## src/design/ppe_ram.sv

```systemverilog
// Generic single-write, single-read synchronous RAM with registered read.
// No dependencies.
module ppe_ram #(
  parameter int WIDTH = 32,
  parameter int DEPTH = 64
) (
  input  logic                     clk,
  input  logic                     we,
  input  logic [$clog2(DEPTH)-1:0] waddr,
  input  logic [WIDTH-1:0]         wdata,
  input  logic [$clog2(DEPTH)-1:0] raddr,
  output logic [WIDTH-1:0]         rdata
);

  logic [WIDTH-1:0] mem [DEPTH];

  always_ff @(posedge clk) begin
    if (we) begin
      mem[waddr] <= wdata;
    end
    rdata <= mem[raddr];
  end

endmodule

```

## config.mk

```make
export PLATFORM = sky130hd
export DESIGN_NAME = ppe_ram
export DESIGN_NICKNAME = d
export VERILOG_FILES = /design/src/design/ppe_ram.sv
export SDC_FILE = /design/constraint.sdc
export NUM_CORES = 2
export LEC_CHECK = 0
export ABC_CLOCK_PERIOD_IN_PS = 11400
export CORE_MARGIN = 2
export CORE_UTILIZATION = 50
export CTS_CLUSTER_DIAMETER = 50
export DETAILED_ROUTE_END_ITERATION = 12
export DONT_BUFFER_PORTS = 1
export PLACE_DENSITY = 0.7
export SKIP_CTS_REPAIR_TIMING = 1
export SLEW_MARGIN = 10
export SYNTH_ARGS = -nofsm -noshare
export SYNTH_HDL_FRONTEND = slang
export SYNTH_SLANG_ARGS = --single-unit
```

## constraint.sdc

```tcl
create_clock -name clk -period 11.4 [get_ports clk]
set_input_delay 2.28 -clock clk [delete_from_list [all_inputs] [get_ports clk]]
set_output_delay 2.28 -clock clk [all_outputs]
set_load 0.05 [all_outputs]
```

==> flow_summary.yaml <==
sta:
  setup_ws_ns: 5.858
  finalMaxSlewViolations: 78
  rsz0062_at_grt: "false"
  relSlewSlack: -0.07181
  period_share: 0.4861
  fin_tns_setup_ns: 0
  worstMarginPinSlew_ns: 1.608
  max_freq_ghz: 0.1804
  hold_ws_ns: 0.7480
  skew_ns: 0.02605
  final_hold_viol_count: 0
  finalSetupViolCount: 0
  fin_crit_ns: 5.542
yosys:
  synth_edf_count: 2048
  yosysWarnings: 0
  syn-num-nets: 3370
  yosysSeqAreaShare: 0.7914
  yosysUniqueCellTypes: 34
  syn_area_sq_mm: 0.07852
  netlist_instances: 3324
  async_flop_share: 0
  synth_seq_cells: 2080
  synth.avg_cell_area_sq_um: 23.62
  ys.flop_type: "edfxtp_1"
critical_path:
  critPathLaunch: "raddr[0]"
  critPathLaunchType: "input port"
  arrival_ns: 6.20
  reg2regPathDepth: 4
  path_class: "input port to flip-flop"
  worstPathRequired_ns: 12.05
  endpoint: "rdata[5]"
  r2r-end: "rdata[14]"
  r2r_slack_ns: 8.99
  r2r-start: "mem[47][14]"
  worst_setup_path_end_kind: "flip-flop"
  crit_fanout: 130
pwr:
  power.density_mw_per_mm2: 177.7
  finalPower_mw: 15.62
  max-vdd-ir-drop_v: 0.0001740
  leakagePower_nw: 27.01
hold_path:
  hp-class: "flip-flop to flip-flop"
floorplanning:
  dieArea_sq_mm: 0.1602
  num_io_pins: 78
  start_util: 0.5032
  core.rowCount: 145
  die_w_um: 400.3
  core_sq_mm: 0.1560
  die_height_um: 400.3
grt:
  grt_pass1_wl_mm: 272.7
  antenna_found_initial: 5
  grt_usage: 0.2408
  grt_max_degree: 514
  grt_pass1_vias: 36350
  grt_overflow: 0
detailed_routing:
  ant_nets: 0
  via_count: 36770
  post-route-drc-count: 0
  drt_iter0_markers: 5764
  vias_per_cell: 6.503
  wl_per_cell_um: 34.03
  drt_pass1_iterations: 8
  drt-total-wl_mm: 192.4
cts:
  clk_latency_ns: 0.83
  htreeDepth: 4
  cts_tree: "built"
  path_clk_slew_ns: 0.06
  cts_max_path_buffers: 3
  root_buffer: "clkbuf_16"
  cts_buffers: 202
  cts.sinks: 2080
cells_and_area:
  drive_gt1_frac: 0.2742
  final_nets: 3473
  layout_commonest_cell: "edfxtp_1"
  layout_common_cells: "2,048 x edfxtp_1, 544 x mux4_2, 206 x clkbuf_16, 93 x mux2i_1, 84 x o22ai_1"
  fin_area_sq_mm: 0.08789
  synthToLayoutAreaGrowth_pct: 11.94
  utilization: 0.5633
  fin_cells: 5655
placed_design:
  place.gp.congestion: 0.7808
  io_buffers: 0
  place_hpwl_mm: 96.47
  place_ws_ns: 6.518
  placed_cells: 5277
  placed_area_sq_mm: 0.08126
flow_run:
  drv_cap: 0
status:
  status: "finished with violations"
  failed_checks: "slew limit"
cells in the mapped netlist, types with 3 or more instances:
cell type / number / area share
a41o_1: 4 / 0.00051
o32ai_1: 4 / 0.00045
nor2_1: 137 / 0.0065
and3_1: 4 / 0.00032
a311oi_1: 8 / 0.00089
a21oi_1: 62 / 0.0040
nand2b_1: 8 / 0.00064
nand2_1: 26 / 0.0012
nor2b_1: 15 / 0.0012
or3_1: 3 / 0.00024
o22ai_1: 84 / 0.0067
dfxtp_1: 32 / 0.0082
buf_1: 21 / 0.0010
nand3_1: 5 / 0.00032
mux4_2: 544 / 0.16
buf_2: 57 / 0.0036
or3b_2: 3 / 0.00033
clkbuf_1: 74 / 0.0035
a22oi_1: 12 / 0.0011
o221ai_1: 27 / 0.0030
mux2i_1: 93 / 0.012
nand3b_1: 5 / 0.00048
nor3_1: 7 / 0.00045
buf_6: 5 / 0.00072
edfxtp_1: 2048 / 0.78
buf_4: 25 / 0.0024
registers in the layout, indices dropped and copies added, names as in the netlist:
| signal | cells |
|---|---|
| mem | 2048 |
| rdata | 32 |
how the worst min path moves through the flow:
stage / startpoint / end / slack (ns) / depth (start not counted)
floorplan: mem[12][17] / rdata[17] / 0.66 / 4
global placement: mem[12][17] / rdata[17] / 0.70 / 4
detailed placement: mem[12][4] / rdata[4] / 0.73 / 4
CTS: mem[12][4] / rdata[4] / 0.75 / 4
global route: mem[12][4] / rdata[4] / 0.80 / 4
finish: mem[12][4] / rdata[4] / 0.75 / 4
critical path, cell delays in order:
cell and delay, ns:
buf_16 0.54, buf_16 0.78, buf_16 0.57, mux4_2 0.65, o22ai_1 0.35, nor2_1 0.12
a21oi_1 0.36, nor2_1 0.20
where the power goes:
group	internal, mW	switching (mW)
Sequential	8.46	0.0966
Combinational	0.256	0.246
Clock	3.76	2.80
cell families (layout without fill, tap and decap cells):
kind of cell	after synthesis	count (layout)	share of synthesized area
buf+inv	182	454	0.01128
flops	2080	2080	0.7914
mux	637	637	0.1679
simple gates	223	223	0.01265
other cells	0	1	0
compound gates	202	202	0.01673
layout make-up:
cell class | count | area [sq um]
Tap cell | 2058 | 2575
Antenna cell | 1 | 2.502
Clock inverter | 107 | 1007
Fill cell | 11120 | 68130
Sequential cell | 2080 | 62140
Timing Repair Buffer | 81 | 688.2
Clock buffer | 266 | 5510
Multi-Input combinational cell | 1062 | 15970
metal layers:
layer / GRT usage / vias up / wire length, um
met3: 0.05058 / 290 / 21880
met2: 0.3728 / 2277 / 91510
met4: 0.07483 / 0 / 5291
met1: 0.3481 / 19750 / 73750
li1: - / 14460 / -
met5: 0 / - / 0
Power figures use the tool's default switching activity.
