## src/design/ppe_pkg.sv

```systemverilog
// Shared types, constants and helpers for the particle pool update core.
// No dependencies; imported by the core module and the divider.
package ppe_pkg;

  localparam int POOL_SIZE = 64;
  localparam int SLOT_W    = $clog2(POOL_SIZE);
  localparam int OUT_SLOT_W = 6;

  // request function codes
  localparam logic [1:0] FUNC_TICK   = 2'd0;
  localparam logic [1:0] FUNC_EMIT   = 2'd1;
  localparam logic [1:0] FUNC_RENDER = 2'd2;

  // configuration register indexes
  localparam int CFG_IDX_W = 3;
  localparam logic [CFG_IDX_W-1:0] CFG_GRAVITY   = 3'd0;
  localparam logic [CFG_IDX_W-1:0] CFG_ROT_STEP  = 3'd1;
  localparam logic [CFG_IDX_W-1:0] CFG_COLOR_BEG = 3'd2;
  localparam logic [CFG_IDX_W-1:0] CFG_COLOR_END = 3'd3;
  localparam logic [CFG_IDX_W-1:0] CFG_SIZE_VAR  = 3'd4;

  // blend factor is unsigned Q1.16 so that 1.0 is included
  localparam int T_W = 17;
  localparam logic [T_W-1:0] T_ONE = 17'h10000;
  localparam logic [26:0] DEG2RAD_Q32 = 27'd74961321;

  typedef struct packed {
    logic signed [31:0] px;
    logic signed [31:0] py;
    logic signed [31:0] pz;
    logic signed [31:0] vx;
    logic signed [31:0] vy;
    logic signed [31:0] vz;
    logic signed [31:0] life_left;
    logic [30:0]        life_total;
    logic [23:0]        start_size;
    logic [23:0]        final_size;
    logic signed [31:0] spin;
  } ent_t;

  localparam int ENT_W = $bits(ent_t);

  function automatic logic signed [31:0] sat32(input logic signed [34:0] v);
    logic signed [31:0] r;
    if (v > 35'sh0_7FFF_FFFF) begin
      r = 32'sh7FFF_FFFF;
    end else if (v < -35'sh0_8000_0000) begin
      r = 32'sh8000_0000;
    end else begin
      r = v[31:0];
    end
    return r;
  endfunction

  // one color channel: (lo*(1-t) + hi*t + half) >> 16
  function automatic logic [7:0] blend8(input logic [7:0] lo, input logic [7:0] hi,
                                        input logic [T_W-1:0] t);
    logic [T_W-1:0] tc;
    logic [26:0]    acc;
    tc  = T_ONE - t;
    acc = 27'(lo * tc) + 27'(hi * t) + 27'd32768;
    return acc[23:16];
  endfunction

endpackage

```

## src/design/ppe_div.sv

```systemverilog
// Restoring divider for the render blend factor t = floor(left*2^16/total).
// Depends on ppe_pkg; one quotient bit per cycle, requires left <= total.
module ppe_div (
  input  logic                  clk,
  input  logic                  rst_n,
  input  logic                  start,
  input  logic [30:0]           num,
  input  logic [30:0]           den,
  output logic                  done,
  output logic [ppe_pkg::T_W-1:0] quo
);
  import ppe_pkg::*;

  logic                      busy_r;
  logic                      done_r;
  logic                      first_r;
  logic [$clog2(T_W)-1:0]    cnt_r;
  logic [31:0]               rem_r;
  logic [30:0]               den_r;
  logic [T_W-1:0]            quo_r;
  logic [31:0]               trial;
  logic                      fits;

  assign trial = first_r ? rem_r : {rem_r[30:0], 1'b0};
  assign fits  = trial >= {1'b0, den_r};
  assign done  = done_r;
  assign quo   = quo_r;

  always_ff @(posedge clk) begin
    if (!rst_n) begin
      busy_r <= 1'b0;
      done_r <= 1'b0;
    end else begin
      done_r <= 1'b0;
      if (start) begin
        busy_r <= 1'b1;
      end else if (busy_r && cnt_r == '0) begin
        busy_r <= 1'b0;
        done_r <= 1'b1;
      end
    end
  end

  always_ff @(posedge clk) begin
    if (start) begin
      rem_r   <= {1'b0, num};
      den_r   <= den;
      quo_r   <= '0;
      first_r <= 1'b1;
      cnt_r   <= $clog2(T_W)'(T_W - 1);
    end else if (busy_r) begin
      rem_r   <= fits ? trial - {1'b0, den_r} : trial;
      quo_r   <= {quo_r[T_W-2:0], fits};
      first_r <= 1'b0;
      cnt_r   <= cnt_r - 1'b1;
    end
  end

endmodule
```

## config.mk

```make
export PLATFORM = sky130hd
export DESIGN_NAME = ppe_div
export DESIGN_NICKNAME = d
export VERILOG_FILES = /design/src/design/ppe_pkg.sv /design/src/design/ppe_div.sv
export SDC_FILE = /design/constraint.sdc
export NUM_CORES = 1
export LEC_CHECK = 0
export BUFFER_PORTS_ARGS = -buffer_cell sky130_fd_sc_hd__clkbuf_2
export CORE_MARGIN = 3
export CORE_UTILIZATION = 39
export DETAILED_ROUTE_END_ITERATION = 7
export GPL_TIMING_DRIVEN = 0
export PLACE_DENSITY_LB_ADDON = 0.15
export RECOVER_POWER = 100
export SLEW_MARGIN = 20
export SYNTH_ARGS = -nofsm -noshare
export SYNTH_HDL_FRONTEND = slang
export SYNTH_SLANG_ARGS = --single-unit
```

## constraint.sdc

```tcl
create_clock -name clk -period 7.4 [get_ports clk]
set_clock_uncertainty 0.15 [all_clocks]
set_input_delay 0.74 -clock clk [delete_from_list [all_inputs] [get_ports clk]]
set_output_delay 0.74 -clock clk [all_outputs]
set_load 0.05 [all_outputs]
```

==> out/results.txt, run 1 <==
final slew viol count -> 42
Adder-Cell Fraction of Synth Area -> 7.308%
Worst Path Required -> 7.32 ns
Layout Utilization -> 46.64%
core area -> 14150 um2
Skew-Pair Late Insertion Delay -> 0.35 ns
setup_tns -> 0 ns
Pre-Repair DR Iteration Count -> 5
Final nets -> 769
CP peak stage delay -> 1.42 ns
crit-path cells -> clkbuf_1 > buf_1 > mux2_2 > ha_1 > and3_1 > nand3_1 > nor4_1 > nor3b_1 > a21bo_2 > a31oi_1 > o21ai_0 > buf_6 > mux2i_1 > a21oi_1
post-route ant nets -> 0
largest net degree at the start of global routing -> 33
Top FF cell, synth -> edfxtp_1
Synth Area in XOR/XNOR -> 3.958%
largest family of logic cells by synthesized area -> compound AO/OA/AOI/OAI gates
Rel. slew slack -> -31.22%
vias per cell -> 5.306
Mapped Nets -> 675
GP Congestion -> 0.8569
DR WL/cell -> 16.77 um
Post-Syn Area -> 5753 um2
Syn Inst Count -> 577
CTS clk-pin slew, worst paths -> 0.07 ns
Root Driver -> clkbuf_16
final hold violation count -> 0
Placed Cells -> 840
clk buf depth -> 2
Synth Area in Compound Gates -> 17.29%
status -> finished, violations left
LEAKAGE -> 2.796 nW
Layout area overhead -> 14.70%
initial antenna violation count -> 0
port bufs -> 82
DR DRC count -> 0
Overall Global Routing Usage -> 18.00%
Worst-Margin Slew -> 1.968 ns
worst hold path type -> reg2reg
simple-gate share of the synthesized area -> 12.72%
DP HPWL -> 10.58 mm
Row Count -> 43
post_cts resized -> 0
Power, Total -> 0.002204 W
Yosys reg bits -> 88
most frequent cells in the layout -> clkbuf_2 (63), edfxtp_1 (62), nor2_1 (58), clkbuf_1 (45), inv_1 (40)
Worst Setup SP -> first_r
Inserted Clock Buffers -> 9
CTS tree -> done
Die Area -> 16240 um2
vias in the first global route -> 4550
Peak Freq -> 172.7 MHz
Clock Sinks -> 88
crit path kind -> reg2reg
Post-CTS Setup Bufs -> 0
fin cells -> 856
drt initial violations -> 252
Yosys warning count -> 0
die height -> 127.5 um
n_diodes -> 0
hold wc startpoint -> quo[16]
Worst EP arrival -> 5.71 ns
fraction of registers with async set/reset -> 0%
RR Startpoint -> first_r
Worst setup EP type -> flip-flop
Post-CTS Hold Buffers -> 0
grt ovf -> 0
CP Launch Type -> flip-flop
Initial Util -> 40.66%
Post-Syn Area per Cell -> 9.971 um2
CTS H-tree lvls -> 3
RSZ-0062 raised after global routing -> no
commonest non-fill, non-tap cell in the layout -> clkbuf_2
Ports -> 83
failing checks -> capacitance limit, slew limit
vias post-DR -> 4542
Pwr Density -> 334.0 nW/um2
fin crit share -> 78.25%
first-pass GRT wire length -> 23.05 mm
WL final -> 14.36 mm
Max stage delay cell, worst path -> o21ai_0
Yosys cell types -> 70
Post-synth EDFFs -> 62
peak supply drop -> 0.1516 mV
Final setup viols -> 0
crit path max fanout -> 10
area of the multi-input gates -> 3030 um2
Fillers -> 1385
share of cells above drive strength 1 -> 18.05%
max cap viols -> 2
Tmin final -> 5.790 ns
sequential area share after synthesis -> 41.41%
Die W -> 127.5 um
post-synthesis mux area share -> 11.98%
storage element area -> 2382 um2
[cell usage after synthesis (all sizes together), types with 2 or more instances]
master | count | area (um2)
a211oi | 7 | 57.55
a21o | 17 | 127.6
a21oi | 41 | 212.7
a221o | 4 | 40.04
a221oi | 2 | 23.77
a2bb2oi | 2 | 17.52
a31o | 5 | 43.80
a31oi | 7 | 58.81
and2 | 5 | 33.78
and3 | 3 | 18.77
and4 | 3 | 26.28
buf | 14 | 92.59
clkbuf | 17 | 63.81
dfxtp | 26 | 520.5
edfxtp | 62 | 1862
ha | 32 | 400.4
inv | 40 | 150.1
mux2 | 31 | 349.1
mux2i | 34 | 340.3
nand2 | 38 | 142.6
nand2b | 4 | 25.02
nand3 | 8 | 40.04
nand4 | 5 | 31.28
nor2 | 58 | 217.7
nor2b | 7 | 43.79
nor3 | 7 | 40.04
nor3b | 2 | 15.01
nor4 | 5 | 31.28
nor4b | 2 | 17.52
o211ai | 3 | 22.52
o21a | 6 | 52.55
o21ai | 23 | 126.4
o21bai | 4 | 30.03
o22a | 2 | 17.52
o2bb2ai | 3 | 26.28
o31ai | 2 | 28.78
or3 | 4 | 25.02
xnor2 | 21 | 183.9
xor2 | 5 | 43.79
[power breakdown]
group	internal (W)	switching (W)	total [W]
clock network	0.000232	0.000210	0.000442
logic	0.000489	0.000605	0.00109
registers	0.000630	0.0000391	0.000669
total	0.00135	0.000854	0.00220
[worst max-delay path, delay by kind of cell, from the launching register on]
| kind | cells | cell delay [ns] |
|---|---|---|
| mux | 2 | 0.63 |
| compound gates | 4 | 1.81 |
| fa+ha+maj | 1 | 0.37 |
| buf+inv | 3 | 1.37 |
| flops | 1 | 0.33 |
| simple gates | 4 | 0.82 |
[kinds of logic after synthesis]
logic type | count (synthesis)
AO/OA/AOI/OAI | 140
XOR/XNOR | 26
adder cells (fa/ha/maj) | 33
buffers and inverters | 71
flip-flops | 88
multiplexers | 65
AND/OR/NAND/NOR | 154
[stage by stage]
stage | area [um2] | worst slack [ns] | hold WS [ns]
4_1_cts | 6696 | 2.618 | 0.3524
2_1_floorplan | 5753 | 3.528 | 0.3113
6_report | 6599 | 1.610 | 0.3505
3_5_place_dp | 6419 | 2.632 | 0.3312
5_1_grt | 6599 | 1.180 | 0.3686
3_3_place_gp | 6389 | 2.693 | 0.3255
[flip-flops by register name, indices dropped and copies added (netlist names)]
signal   flops
cnt_r        5
quo         17
rem_r       32
done         1
busy_r       1
den_r       31
first_r      1
[layout make-up]
class / count / share of cell area [%]
Timing Repair Buffer: 83 / 5.916
Buffer: 31 / 2.162
Sequential cell: 88 / 36.10
Inverter: 40 / 2.275
Tap cell: 180 / 3.413
Clock buffer: 10 / 3.470
Multi-Input combinational cell: 418 / 45.92
Clock inverter: 6 / 0.7395
[per-layer routing]
layer  vias up  part of all wire [%]  global-route usage (%)  routed length (um)
met5         -                     0                       0                   0
met4         0                   1.5                   5.426                 210
met3        13                   5.5                   3.972                 794
met2       115                    46                   29.14                6574
met1      2121                    47                   24.15                6778
li1       2293                     -                       -                   -
[path summary, 6_finish.rpt]
check	endpoint	slack (ns)	depth (start not counted)
setup / recovery	rem_r[27]	1.61	14
hold / removal	quo[16]	0.35	2
setup reg to reg	rem_r[27]	1.61	14
hold reg to reg	quo[16]	0.35	2
Note: power is estimated with default switching activity, not from simulation.
==> inputs of run 2 (changes only) <==
ABC_AREA = 1   (was unset)
clock period = 4.75 ns   (was 7.4 ns; I/O delays follow)
==> run 2 against run 1 <==
Effect of this change: the flow still finishes with violations (capacitance limit, slew limit); count of clock-buffer cells in the layout down 1; highest routed layer unchanged; largest power group unchanged; setup slack got worse by 0.71 ns; synthesized cell count is 68% higher.
==> out/results.txt, run 2 <==
CP Launch Type -> flip-flop
Rel. slew slack -> -27.65%
storage element area -> 2382 um2
post-route ant nets -> 0
fin crit share -> 81.02%
commonest non-fill, non-tap cell in the layout -> nand2_1
Post-CTS Hold Buffers -> 0
status -> finished, violations left
crit path max fanout -> 10
Clock Sinks -> 88
DP Area -> 7217 um2
Post-CTS Setup Bufs -> 0
Mapped Nets -> 1065
worst hold path type -> in2reg
sequential area share after synthesis -> 36.57%
peak supply drop -> 0.2005 mV
CTS tree -> done
setup_tns -> 0 ns
Die Area -> 18290 um2
Yosys cell types -> 33
DR WL/cell -> 14.12 um
fraction of registers with async set/reset -> 0%
Largest register FFs -> 32
CTS H-tree lvls -> 3
LEAKAGE -> 3.871 nW
first-pass GRT wire length -> 29.30 mm
vias per cell -> 4.834
top-count cell post-synth -> nand2_1
Post-Syn Area -> 6515 um2
most used cell, CP -> nand2_1
Pre-Repair DR Iteration Count -> 5
Root Driver -> clkbuf_16
Max stage delay cell, worst path -> fa_1
DP HPWL -> 14.43 mm
CTS clk-pin slew, worst paths -> 0.08 ns
Worst Path Required -> 4.72 ns
fin cells -> 1282
n_diodes -> 0
area leader, netlist -> edfxtp_1
Fillers -> 1771
Worst EP arrival -> 3.82 ns
Die W -> 135.3 um
Layout Utilization -> 46.40%
crit-path cells -> inv_1 > clkbuf_1 > or2_2 > o21ai_0 > fa_1 > inv_1 > nand3_1 > nand3_1 > nand2_1 > nand2_1 > nand2_1 > nand3_1 > nand2_1 > nand2_1 > buf_6 > nand3_1 > nand3_1 > nand2_1
CP peak stage delay -> 0.47 ns
vias in the first global route -> 5915
post-route design area -> 7477 um2
RSZ-0062 raised after global routing -> no
core area -> 16120 um2
grt ovf -> 0
Row Count -> 46
area of the multi-input gates -> 3257 um2
Placed Cells -> 1266
Ports -> 83
Initial Util -> 40.43%
Final nets -> 1159
R2R Setup Slk -> 0.90 ns
Skew-Pair Late Insertion Delay -> 0.36 ns
Top FF cell, synth -> edfxtp_1
Post-Syn Area per Cell -> 6.737 um2
vias post-DR -> 6197
max cap viols -> 1
Pwr Density -> 438.5 nW/um2
Tmin final -> 3.848 ns
Yosys warning count -> 0
Overall Global Routing Usage -> 20.62%
DR DRC count -> 0
Largest Register -> rem_r
Layout area overhead -> 14.77%
final slew viol count -> 33
port bufs -> 82
list of most frequent post-synthesis cells -> nand2_1 (309), inv_1 (194), nand3_1 (102)
initial antenna violation count -> 0
Worst setup EP type -> flip-flop
top cell type's share of synthesized area -> 28.58%
Worst-Margin Slew -> 1.915 ns
largest net degree at the start of global routing -> 33
crit path kind -> reg2reg
Yosys reg bits -> 88
WL final -> 18.10 mm
share of cells above drive strength 1 -> 11.54%
Post-synth EDFFs -> 62
clk buf depth -> 2
failing checks -> capacitance limit, slew limit
hold_ws -> 0.1318 ns
Area contributors post-synth -> edfxtp_1 (29%), nand2_1 (18%), inv_1 (11%)
most frequent cells in the layout -> nand2_1 (311), inv_1 (194), nand3_1 (102), clkbuf_2 (63), edfxtp_1 (62)
GP Congestion -> 0.8995
Final setup viols -> 0
post_cts resized -> 0
die height -> 135.3 um
Syn Inst Count -> 967
drt initial violations -> 334
final hold violation count -> 0
Inserted Clock Buffers -> 9
Peak Freq -> 259.8 MHz
-- run 2: kinds of logic after synthesis --
logic type	after synthesis	share of synthesized area (%)
buf+inv	220	13.29
flops	88	36.57
xor+xnor	15	2.017
fa+ha+maj	33	6.453
compound gates	92	7.682
simple gates	519	33.99
-- run 2: final timing paths --
kind / start / end / depth (start not counted)
max reg2reg: first_r / rem_r[21] / 18
min reg2reg: cnt_r[4] / cnt_r[4] / 2
min: den[9] / den_r[9] / 1
max: first_r / rem_r[21] / 18
-- run 2: worst max-delay path, delay by kind of cell, from the launching register on --
kind	cells	cell delay, ns
AO/OA/AOI/OAI	1	0.14
adder cells (fa/ha/maj)	1	0.47
AND/OR/NAND/NOR	12	1.57
flip-flops	1	0.39
buffers and inverters	4	0.86
-- run 2: metal layers --
layer,part of all wire (%),track usage (%),vias up
met5,0,0,-
met4,2.3,6.327,0
met3,6.2,4.383,23
met2,42,31.91,154
met1,49,29.01,2783
li1,-,-,3237
-- run 2: metrics by stage --
stage               total power (W)  worst slack [ns]
floorplan                  0.002147             1.934
global placement           0.002542            0.4579
detailed placement         0.002550             1.121
CTS                        0.003288             1.103
global route               0.003553            0.4705
finish                     0.003278            0.9016
-- run 2: layout make-up --
class	count	share of cell area (%)
plain buffers	26	1.824
clock buffers	9	3.012
clock inverters	7	0.9538
inverters	194	9.739
multi-input cells	659	43.56
flip-flops and latches	88	31.86
well taps	216	3.614
repair buffers	83	5.438
-- run 2: where the power goes --
part,switching [W],internal [W]
clock network,0.000356,0.000372
logic,0.00101,0.000557
registers,0.0000393,0.000945
